<file path="src/rtl/bfr_pkg.sv">
// Package for the byte frame receiver: state type, frame codes and control/status structs.
package bfr_pkg;

    localparam logic [7:0] TERM_BYTE = 8'h17;
    localparam logic [7:0] ACK_BYTE  = 8'h06;
    localparam logic [7:0] NAK_BYTE  = 8'h15;

    localparam logic [7:0] TYPE_TEXT  = 8'd1;
    localparam logic [7:0] TYPE_IMAGE = 8'd2;

    localparam logic [7:0] MODE_RGB888 = 8'd1;
    localparam logic [7:0] MODE_PAIR   = 8'd2;

    localparam logic [4:0] INFO_LEN_TEXT  = 5'd6;
    localparam logic [4:0] INFO_LEN_IMAGE = 5'd8;

    localparam logic [1:0] KIND_ACK   = 2'd0;
    localparam logic [1:0] KIND_NAK   = 2'd1;
    localparam logic [1:0] KIND_TEXT  = 2'd2;
    localparam logic [1:0] KIND_PIXEL = 2'd3;

    localparam logic [1:0] ERR_NONE     = 2'd0;
    localparam logic [1:0] ERR_CHECKSUM = 2'd1;
    localparam logic [1:0] ERR_OVERFLOW = 2'd2;

    // Bytes taken from the payload memory for one emitted item.
    localparam logic [1:0] BPI_NONE = 2'd0;
    localparam logic [1:0] BPI_TEXT = 2'd1;
    localparam logic [1:0] BPI_PAIR = 2'd2;
    localparam logic [1:0] BPI_RGB  = 2'd3;

    typedef enum logic [3:0] {
        S_TYPE,
        S_SIZE,
        S_INFO,
        S_PAYLOAD,
        S_TERM,
        S_CHECK,
        S_HANG,
        S_RD,
        S_CAP
    } t_state;

    typedef struct packed {
        logic ld_type;
        logic ld_size;
        logic ld_info;
        logic ld_payload;
        logic ld_resp;
        logic rd_issue;
        logic cap_byte;
        logic ld_item;
    } t_cmd;

    typedef struct packed {
        logic type_ok;
        logic info_done;
        logic left_nz;
        logic left_is_one;
        logic is_term;
        logic resp_last;
        logic group_end;
        logic item_last;
        logic out_free;
    } t_sts;

endpackage

</file>
<file path="src/rtl/bfr_ctrl.sv">
// Controller state machine of the byte frame receiver.
module bfr_ctrl (
    input  logic          i_clk,
    input  logic          i_rst_n,
    input  logic          i_rx_valid,
    input  bfr_pkg::t_sts i_sts,
    output logic          o_rx_stall,
    output bfr_pkg::t_cmd o_cmd
);

    bfr_pkg::t_state r_state;
    bfr_pkg::t_state n_state;
    logic            acc;

    always_ff @(posedge i_clk) begin
        if (!i_rst_n) begin
            r_state <= bfr_pkg::S_TYPE;
        end else begin
            r_state <= n_state;
        end
    end

    always_comb begin
        n_state    = r_state;
        o_cmd      = '0;
        o_rx_stall = 1'b0;
        acc        = 1'b0;
        case (r_state)
            bfr_pkg::S_TYPE: begin
                acc = i_rx_valid;
                if (acc) begin
                    o_cmd.ld_type = 1'b1;
                    n_state = bfr_pkg::S_SIZE;
                end
            end
            bfr_pkg::S_SIZE: begin
                acc = i_rx_valid;
                if (acc) begin
                    o_cmd.ld_size = 1'b1;
                    n_state = i_sts.type_ok ? bfr_pkg::S_INFO : bfr_pkg::S_HANG;
                end
            end
            bfr_pkg::S_INFO: begin
                acc = i_rx_valid;
                if (acc) begin
                    o_cmd.ld_info = 1'b1;
                    if (i_sts.info_done) begin
                        n_state = i_sts.left_nz ? bfr_pkg::S_PAYLOAD : bfr_pkg::S_TERM;
                    end
                end
            end
            bfr_pkg::S_PAYLOAD: begin
                acc = i_rx_valid;
                if (acc) begin
                    o_cmd.ld_payload = 1'b1;
                    if (i_sts.left_is_one) begin
                        n_state = bfr_pkg::S_TERM;
                    end
                end
            end
            bfr_pkg::S_TERM: begin
                acc = i_rx_valid;
                if (acc && i_sts.is_term) begin
                    n_state = bfr_pkg::S_CHECK;
                end
            end
            bfr_pkg::S_CHECK: begin
                o_rx_stall = !i_sts.out_free;
                acc = i_rx_valid && i_sts.out_free;
                if (acc) begin
                    o_cmd.ld_resp = 1'b1;
                    n_state = i_sts.resp_last ? bfr_pkg::S_TYPE : bfr_pkg::S_RD;
                end
            end
            bfr_pkg::S_HANG: begin
                acc = i_rx_valid;
            end
            bfr_pkg::S_RD: begin
                o_rx_stall = 1'b1;
                o_cmd.rd_issue = 1'b1;
                n_state = bfr_pkg::S_CAP;
            end
            bfr_pkg::S_CAP: begin
                o_rx_stall = 1'b1;
                if (!i_sts.group_end) begin
                    o_cmd.cap_byte = 1'b1;
                    n_state = bfr_pkg::S_RD;
                end else if (i_sts.out_free) begin
                    o_cmd.ld_item = 1'b1;
                    n_state = i_sts.item_last ? bfr_pkg::S_TYPE : bfr_pkg::S_RD;
                end
            end
            default: begin
                n_state = bfr_pkg::S_HANG;
            end
        endcase
    end

endmodule

</file>
<file path="src/rtl/bfr_dp.sv">
// Datapath of the byte frame receiver: header registers, payload memory and output register.
module bfr_dp #(
    parameter int PAYLOAD_BYTES = 32
) (
    input  logic          i_clk,
    input  logic          i_rst_n,
    input  bfr_pkg::t_cmd i_cmd,
    input  logic [7:0]    i_rx_byte,
    input  logic          i_item_stall,
    output bfr_pkg::t_sts o_sts,
    output logic          o_item_valid,
    output logic [1:0]    o_item_kind,
    output logic [15:0]   o_item_value,
    output logic [15:0]   o_pos_x,
    output logic [15:0]   o_pos_y,
    output logic [1:0]    o_error_code,
    output logic          o_last_item
);

    localparam int ADDR_W = $clog2(PAYLOAD_BYTES);
    localparam int IDX_W  = $clog2(PAYLOAD_BYTES + 1);
    localparam logic [7:0] CAP = 8'(PAYLOAD_BYTES);

    logic [3:0]        r_header_index;
    logic [7:0]        r_frame_type;
    logic [7:0]        r_size;
    logic [7:0]        r_left;
    logic [7:0]        r_xor;
    logic [7:0]        r_info [0:7];
    logic [7:0]        r_mem [0:PAYLOAD_BYTES-1];
    logic [7:0]        r_rd_data;
    logic [IDX_W-1:0]  r_rd_addr;
    logic [1:0]        r_sub;
    logic [7:0]        r_b0;
    logic [7:0]        r_b1;

    logic              r_out_valid;
    logic [1:0]        r_kind;
    logic [15:0]       r_value;
    logic [15:0]       r_pos_x;
    logic [15:0]       r_pos_y;
    logic [1:0]        r_err;
    logic              r_last;

    logic [4:0]        info_len;
    logic [4:0]        hdr_next;
    logic [7:0]        wr_idx;
    logic [1:0]        bpi;
    logic              overflow;
    logic              bad_sum;
    logic [8:0]        next_end;
    logic [15:0]       item_val;

    assign info_len = (r_frame_type == bfr_pkg::TYPE_TEXT) ?
                      bfr_pkg::INFO_LEN_TEXT : bfr_pkg::INFO_LEN_IMAGE;
    assign hdr_next = {1'b0, r_header_index} + 5'd1;
    assign wr_idx   = r_size - r_left;
    assign overflow = r_size > CAP;
    assign bad_sum  = i_rx_byte != r_xor;

    always_comb begin
        if (r_frame_type == bfr_pkg::TYPE_TEXT) begin
            bpi = bfr_pkg::BPI_TEXT;
        end else if (r_info[6] == bfr_pkg::MODE_RGB888) begin
            bpi = bfr_pkg::BPI_RGB;
        end else if (r_info[6] == bfr_pkg::MODE_PAIR) begin
            bpi = bfr_pkg::BPI_PAIR;
        end else begin
            bpi = bfr_pkg::BPI_NONE;
        end
    end

    // End of the group after the current one, against the payload size.
    assign next_end = {{(9 - IDX_W){1'b0}}, r_rd_addr} + {7'd0, bpi};

    always_comb begin
        case (bpi)
            bfr_pkg::BPI_RGB:  item_val = {r_b0[7:3], r_b1[7:2], r_rd_data[7:3]};
            bfr_pkg::BPI_PAIR: item_val = {r_b0, r_rd_data};
            default:           item_val = {8'd0, r_rd_data};
        endcase
    end

    always_comb begin
        o_sts.type_ok     = (r_frame_type == bfr_pkg::TYPE_TEXT) ||
                            (r_frame_type == bfr_pkg::TYPE_IMAGE);
        o_sts.info_done   = hdr_next >= info_len;
        o_sts.left_nz     = r_left != 8'd0;
        o_sts.left_is_one = r_left == 8'd1;
        o_sts.is_term     = i_rx_byte == bfr_pkg::TERM_BYTE;
        o_sts.resp_last   = overflow || bad_sum || (bpi == bfr_pkg::BPI_NONE) ||
                            ({6'd0, bpi} > r_size);
        o_sts.group_end   = (r_sub + 2'd1) == bpi;
        o_sts.item_last   = next_end > {1'b0, r_size};
        o_sts.out_free    = !r_out_valid || !i_item_stall;
    end

    always_ff @(posedge i_clk) begin
        if (!i_rst_n) begin
            r_header_index <= '0;
            r_frame_type   <= '0;
            r_size         <= '0;
            r_left         <= '0;
            r_xor          <= '0;
            r_rd_addr      <= '0;
            r_sub          <= '0;
            r_out_valid    <= 1'b0;
        end else begin
            if (i_cmd.ld_type) begin
                r_frame_type   <= i_rx_byte;
                r_header_index <= '0;
                r_xor          <= '0;
            end
            if (i_cmd.ld_size) begin
                r_size         <= i_rx_byte;
                r_left         <= i_rx_byte;
                r_header_index <= '0;
            end
            if (i_cmd.ld_info) begin
                r_header_index <= hdr_next[3:0];
            end
            if (i_cmd.ld_payload) begin
                r_xor  <= r_xor ^ i_rx_byte;
                r_left <= r_left - 8'd1;
            end
            if (i_cmd.ld_resp) begin
                r_rd_addr <= '0;
                r_sub     <= '0;
                r_xor     <= '0;
                r_left    <= '0;
                r_header_index <= '0;
            end
            if (i_cmd.rd_issue) begin
                r_rd_addr <= r_rd_addr + IDX_W'(1);
            end
            if (i_cmd.cap_byte) begin
                r_sub <= r_sub + 2'd1;
            end
            if (i_cmd.ld_item) begin
                r_sub <= '0;
            end
            if (i_cmd.ld_resp || i_cmd.ld_item) begin
                r_out_valid <= 1'b1;
            end else if (!i_item_stall) begin
                r_out_valid <= 1'b0;
            end
        end
    end

    always_ff @(posedge i_clk) begin
        if (i_cmd.ld_info) begin
            r_info[r_header_index[2:0]] <= i_rx_byte;
        end
        if (i_cmd.cap_byte) begin
            if (r_sub == 2'd0) begin
                r_b0 <= r_rd_data;
            end else begin
                r_b1 <= r_rd_data;
            end
        end
        if (i_cmd.ld_resp) begin
            r_pos_x <= {r_info[0], r_info[1]};
            r_pos_y <= {r_info[2], r_info[3]};
            r_last  <= o_sts.resp_last;
            if (overflow) begin
                r_kind  <= bfr_pkg::KIND_NAK;
                r_value <= {8'd0, bfr_pkg::NAK_BYTE};
                r_err   <= bfr_pkg::ERR_OVERFLOW;
            end else if (bad_sum) begin
                r_kind  <= bfr_pkg::KIND_NAK;
                r_value <= {8'd0, bfr_pkg::NAK_BYTE};
                r_err   <= bfr_pkg::ERR_CHECKSUM;
            end else begin
                r_kind  <= bfr_pkg::KIND_ACK;
                r_value <= {8'd0, bfr_pkg::ACK_BYTE};
                r_err   <= bfr_pkg::ERR_NONE;
            end
        end
        if (i_cmd.ld_item) begin
            r_kind  <= (bpi == bfr_pkg::BPI_TEXT) ? bfr_pkg::KIND_TEXT : bfr_pkg::KIND_PIXEL;
            r_value <= item_val;
            r_err   <= bfr_pkg::ERR_NONE;
            r_last  <= o_sts.item_last;
        end
    end

    // Payload memory: one write port, one registered read port.
    always_ff @(posedge i_clk) begin
        if (i_cmd.ld_payload && (wr_idx < CAP)) begin
            r_mem[wr_idx[ADDR_W-1:0]] <= i_rx_byte;
        end
        if (i_cmd.rd_issue) begin
            r_rd_data <= r_mem[r_rd_addr[ADDR_W-1:0]];
        end
    end

    assign o_item_valid = r_out_valid;
    assign o_item_kind  = r_kind;
    assign o_item_value = r_value;
    assign o_pos_x      = r_pos_x;
    assign o_pos_y      = r_pos_y;
    assign o_error_code = r_err;
    assign o_last_item  = r_last;

endmodule

</file>
<file path="src/rtl/byte_frame_receiver_rgb565.sv">
// Top level of the byte frame receiver, which deframes serial bytes into responses, text and pixels.
//
// The block takes one received byte per transfer and deframes it: a type byte (1 text, 2 image),
// a size byte, six or eight info bytes, the payload, the terminator 0x17 and an XOR checksum of
// the payload. While a frame is being received, every byte is taken without a stall, even
// while an earlier result still waits in the output register. The checksum byte is taken once
// the output register is free and gives an ACK or a NAK at once. After an ACK the block
// replays the payload from its payload memory, which has a single read port with registered
// data, so every byte read passes through a read state and then a capture state. A text item
// takes one byte, a two-byte pixel two and an RGB888-to-RGB565 pixel three, and an output
// stall holds the replay. The input is stalled during that replay. A frame whose size exceeds
// PAYLOAD_BYTES is consumed in full but answered with a NAK carrying the overflow code. A frame
// type other than text or image leaves the block ignoring every later byte until reset. Each
// result carries the position words from the first four info bytes, and last_item marks the
// final result of a checksum byte.
module byte_frame_receiver_rgb565 #(
    parameter int PAYLOAD_BYTES = 32
) (
    input  logic        i_clk,
    input  logic        i_rst_n,
    input  logic        i_rx_valid,
    output logic        o_rx_stall,
    input  logic [7:0]  i_rx_byte,
    output logic        o_item_valid,
    input  logic        i_item_stall,
    output logic [1:0]  o_item_kind,
    output logic [15:0] o_item_value,
    output logic [15:0] o_pos_x,
    output logic [15:0] o_pos_y,
    output logic [1:0]  o_error_code,
    output logic        o_last_item
);

    // Commands from the controller and status from the datapath.
    bfr_pkg::t_cmd cmd;
    bfr_pkg::t_sts sts;

    // The controller decides, from the current phase and the status, which datapath
    // registers take the incoming byte and when a result is loaded into the output register.
    bfr_ctrl u_ctrl (
        .i_clk      (i_clk),
        .i_rst_n    (i_rst_n),
        .i_rx_valid (i_rx_valid),
        .i_sts      (sts),
        .o_rx_stall (o_rx_stall),
        .o_cmd      (cmd)
    );

    // The datapath holds the header registers, the running checksum, the payload memory and
    // the output register that parts the result side from the receive side.
    bfr_dp #(
        .PAYLOAD_BYTES (PAYLOAD_BYTES)
    ) u_dp (
        .i_clk        (i_clk),
        .i_rst_n      (i_rst_n),
        .i_cmd        (cmd),
        .i_rx_byte    (i_rx_byte),
        .i_item_stall (i_item_stall),
        .o_sts        (sts),
        .o_item_valid (o_item_valid),
        .o_item_kind  (o_item_kind),
        .o_item_value (o_item_value),
        .o_pos_x      (o_pos_x),
        .o_pos_y      (o_pos_y),
        .o_error_code (o_error_code),
        .o_last_item  (o_last_item)
    );

endmodule

</file>
<file path="config.mk">
export PLATFORM = sky130hd
export DESIGN_NAME = byte_frame_receiver_rgb565
export DESIGN_NICKNAME = d
export VERILOG_FILES = /design/src/rtl/bfr_pkg.sv /design/src/rtl/bfr_ctrl.sv /design/src/rtl/bfr_dp.sv /design/src/rtl/byte_frame_receiver_rgb565.sv
export SDC_FILE = /design/constraint.sdc
export NUM_CORES = 1
export LEC_CHECK = 0
export BUFFER_PORTS_ARGS = -buffer_cell sky130_fd_sc_hd__clkbuf_2
export CORE_UTILIZATION = 55
export CTS_CLUSTER_DIAMETER = 150
export DETAILED_ROUTE_END_ITERATION = 8
export GPL_ROUTABILITY_DRIVEN = 0
export PLACE_DENSITY = 0.81
export SLEW_MARGIN = 20
export SYNTH_ARGS = -nofsm -noshare
export SYNTH_HDL_FRONTEND = slang
export SYNTH_HIERARCHICAL = 1
export SYNTH_SLANG_ARGS = --single-unit
</file>
<file path="constraint.sdc">
create_clock -name i_clk -period 8.8 [get_ports i_clk]
set_input_delay 1.76 -clock i_clk [delete_from_list [all_inputs] [get_ports i_clk]]
set_output_delay 1.76 -clock i_clk [all_outputs]
set_load 0.01 [all_outputs]
</file>
==> impl_metrics.py <==
metrics = {
    "outcome": {
        "status": "completed",
    },
    "grt": {
        "groute.usage.overall_pct": 22.5,
        "grt_pass1_wl_um": 56100,
        "grt_pass1_vias": 9957,
        "grt_max_degree": 72,
        "antenna_found_initial": 0,
        "overflow": 0,
    },
    "floorplanning": {
        "io_pins": 67,
        "dieArea_mm2": 0.0326,
        "die_y_um": 181,
        "rows": 65,
        "die_w_um": 181,
        "core_area_mm2": 0.0315,
        "initial_core_util_pct": 55.7,
    },
    "synthesis": {
        "synth_xor_area_share_pct": 1.40,
        "synth_cell_types": 71,
        "synth-edff-count": 369,
        "synthFlopType": "edfxtp_1",
        "syn_area_mm2": 0.0175,
        "async_flop_share_pct": 0,
        "synthSimpleGateAreaFrac_pct": 8.64,
        "syn_area_per_cell_um2": 16.1,
        "syn_inst": 1088,
        "synth-compound-area-share_pct": 5.07,
        "synth-seq-area-share_pct": 69.0,
        "syn_nets": 1126,
        "synth_top_family_by_area": "multiplexers",
        "synthMuxAreaShare_pct": 11.7,
        "yosys.area_share.adder_pct": 1.96,
        "synth-seq-cells": 420,
        "ys_warn_count": 6,
    },
    "drt": {
        "dr.pass1.iters": 5,
        "vias": 9817,
        "vias_per_cell": 6.11,
        "routed_wirelength_um": 35700,
        "drt-wirelength-per-cell_um": 22.2,
        "drt-initial-drc-count": 940,
        "drc": 0,
        "ant_nets": 0,
    },
    "clocking": {
        "cts_root_buf": "clkbuf_16",
        "postCtsSetupRepairBufs": 0,
        "clkTransAtPathRegs_ns": 0.06,
        "numCtsBuffers": 43,
        "htree_levels": 2,
        "cts_max_path_buffers": 3,
        "clkLatencyLatePin_ns": 0.54,
        "cts_hold_buf": 0,
        "tritoncts": "yes",
        "post_cts_resized": 0,
        "clock-sinks": 420,
    },
    "timing": {
        "rsz0062_at_grt": "no",
        "fin_setup_tns_ns": 0,
        "setup-violations-final": 0,
        "hold_violations": 0,
        "period_minus_slack_ns": 4.21,
        "max_clock_freq_ghz": 0.238,
        "slew_violations": 0,
        "skew_ns": 0.0156,
        "relSlewSlack_pct": 27.3,
        "period_share_pct": 47.8,
        "worstMarginPinSlew_ns": 1.09,
    },
    "power": {
        "ir_drop_mv": 0.161,
        "power.total_mw": 4.64,
        "swShare_pct": 26.2,
        "power.share.sequential_pct": 49.1,
        "pwr-share-comb_pct": 14.6,
        "power.leakage_nw": 6.38,
        "p_switching_mw": 1.22,
        "clkPwrFrac_pct": 36.3,
        "power_density_mw_per_mm2": 235,
        "p_int_mw": 3.42,
    },
    "worst_setup_path": {
        "criticalPathCategory": "primary input to output port",
        "crit_fanout": 6,
        "arrival_ns": 2.45,
        "required_ns": 7.04,
        "critPathLaunchType": "primary input",
        "critPathCaptureType": "output port",
    },
    "layout": {
        "area_growth_pct": 12.7,
        "nets": 1211,
        "final_area_mm2": 0.0198,
        "drive_above_1_share_pct": 22.6,
        "final_util_pct": 62.8,
        "fin_cells": 1606,
        "diodes": 0,
    },
    "hold_path": {
        "min-delay-path-class": "flop to flop",
    },
    "place": {
        "dp_hpwl_um": 21700,
        "place_inst": 1530,
        "portBuffers": 66,
        "place_area_mm2": 0.0184,
    },
    "job": {
        "cap_viol_max_count": 0,
    },
}
-- cells in the final DEF (no fill, tap or decap), types with 7 or more instances in the layout --
cell type / count
edfxtp_1: 369
mux4_2: 72
clkbuf_2: 66
nor2_1: 59
dfxtp_1: 48
clkbuf_16: 44
mux2i_1: 39
nand2_1: 37
a21oi_1: 33
buf_4: 32
nor2b_1: 31
o21ai_0: 31
inv_1: 30
ha_1: 25
nor4_1: 21
nor3_2: 18
nand2b_1: 17
xor2_1: 17
nor3_1: 15
a22oi_1: 14
nand3_1: 14
xnor2_1: 11
and3_1: 11
clkbuf_1: 9
nand3b_1: 9
o21a_1: 9
and2_1: 7
or3_1: 7
-- final timing paths --
path | from | end | slack [ns] | depth (start not counted)
setup / recovery | i_item_stall | o_rx_stall | 4.59 | 5
hold reg to reg | u_dp/r_info[3][3]$_DFFE_PP_ | u_dp/o_pos_y[3]$_DFFE_PP_ | 0.42 | 0
hold / removal | u_dp/r_info[3][3]$_DFFE_PP_ | u_dp/o_pos_y[3]$_DFFE_PP_ | 0.42 | 0
setup reg to reg | u_dp/r_frame_type[7]$_SDFFE_PN0P_ | u_ctrl/r_state[2]$_SDFFE_PN0P_ | 4.64 | 19
-- worst max-delay path: stages --
cell,delay [ns]
clkbuf_2,0.07
nand2_1,0.14
nor2b_1,0.17
o21ai_0,0.16
clkbuf_2,0.15
-- synth_stat cells, drive strengths merged, types with 17 or more instances --
cell type | number | area [um^2]
edfxtp | 369 | 11100
mux4 | 72 | 1620
nor2 | 60 | 225
dfxtp | 51 | 1020
mux2i | 39 | 390
nand2 | 37 | 139
a21oi | 36 | 191
nor3 | 33 | 165
nor2b | 31 | 194
o21ai | 31 | 155
inv | 30 | 113
buf | 29 | 171
clkbuf | 29 | 109
ha | 25 | 313
nor4 | 22 | 144
nand2b | 17 | 106
xor2 | 17 | 149
-- layout make-up --
cell class | instances | area [um^2]
well taps | 402 | 503
inverters | 30 | 113
clock buffers | 59 | 1220
repair buffers | 98 | 571
flip-flops and latches | 420 | 12100
multi-input cells | 580 | 5140
clock inverters | 17 | 113
fillers | 2148 | 11700
-- state kept, by name, summed over array words and instances, names as in the netlist, 4 cells and up --
name and flops:
u_ctrl/r_state 4, u_dp/o_item_value 16, u_dp/o_pos_x 16, u_dp/o_pos_y 16, u_dp/r_b0 8, u_dp/r_b1 6
u_dp/r_frame_type 8, u_dp/r_header_index 4, u_dp/r_info 40, u_dp/r_left 8, u_dp/r_mem 256, u_dp/r_rd_addr 6
u_dp/r_rd_data 8, u_dp/r_size 8, u_dp/r_xor 8
-- cell families (layout without fill, tap and decap cells) --
logic type	count (synthesis)	in the layout
multiplexers	114	114
adder cells (fa/ha/maj)	27	27
buffers and inverters	88	204
flip-flops	420	420
AND/OR/NAND/NOR	278	278
AO/OA/AOI/OAI	133	133
XOR/XNOR	28	28
-- stage by stage --
step / hold slack, ns / setup WS [ns]
floorplan: 0.400 / 3.30
global placement: 0.401 / 4.52
detailed placement: 0.405 / 4.51
CTS: 0.419 / 4.58
global route: 0.421 / 4.27
finish: 0.418 / 4.59
-- power groups by stage --
stage | Sequential (mW) | Combinational, mW | Clock (mW)
final | 2.28 | 0.679 | 1.68
after global placement | 2.31 | 0.615 | 0
after detailed placement | 2.32 | 0.650 | 0
after floorplan | 2.29 | 0.495 | 0
after global routing | 2.28 | 0.740 | 1.80
after CTS | 2.28 | 0.661 | 1.71
-- per-layer routing --
| layer | wire length (um) | vias to the layer above | track usage (%) | share of wire (%) |
|---|---|---|---|---|
| met5 | 0 | - | 0 | 0 |
| li1 | - | 4423 | - | - |
| met3 | 2230 | 67 | 3.58 | 6.3 |
| met2 | 17900 | 378 | 38.2 | 50 |
| met4 | 822 | 0 | 6.94 | 2.3 |
| met1 | 14700 | 4949 | 30.0 | 41 |
Power figures use the tool's default switching activity.
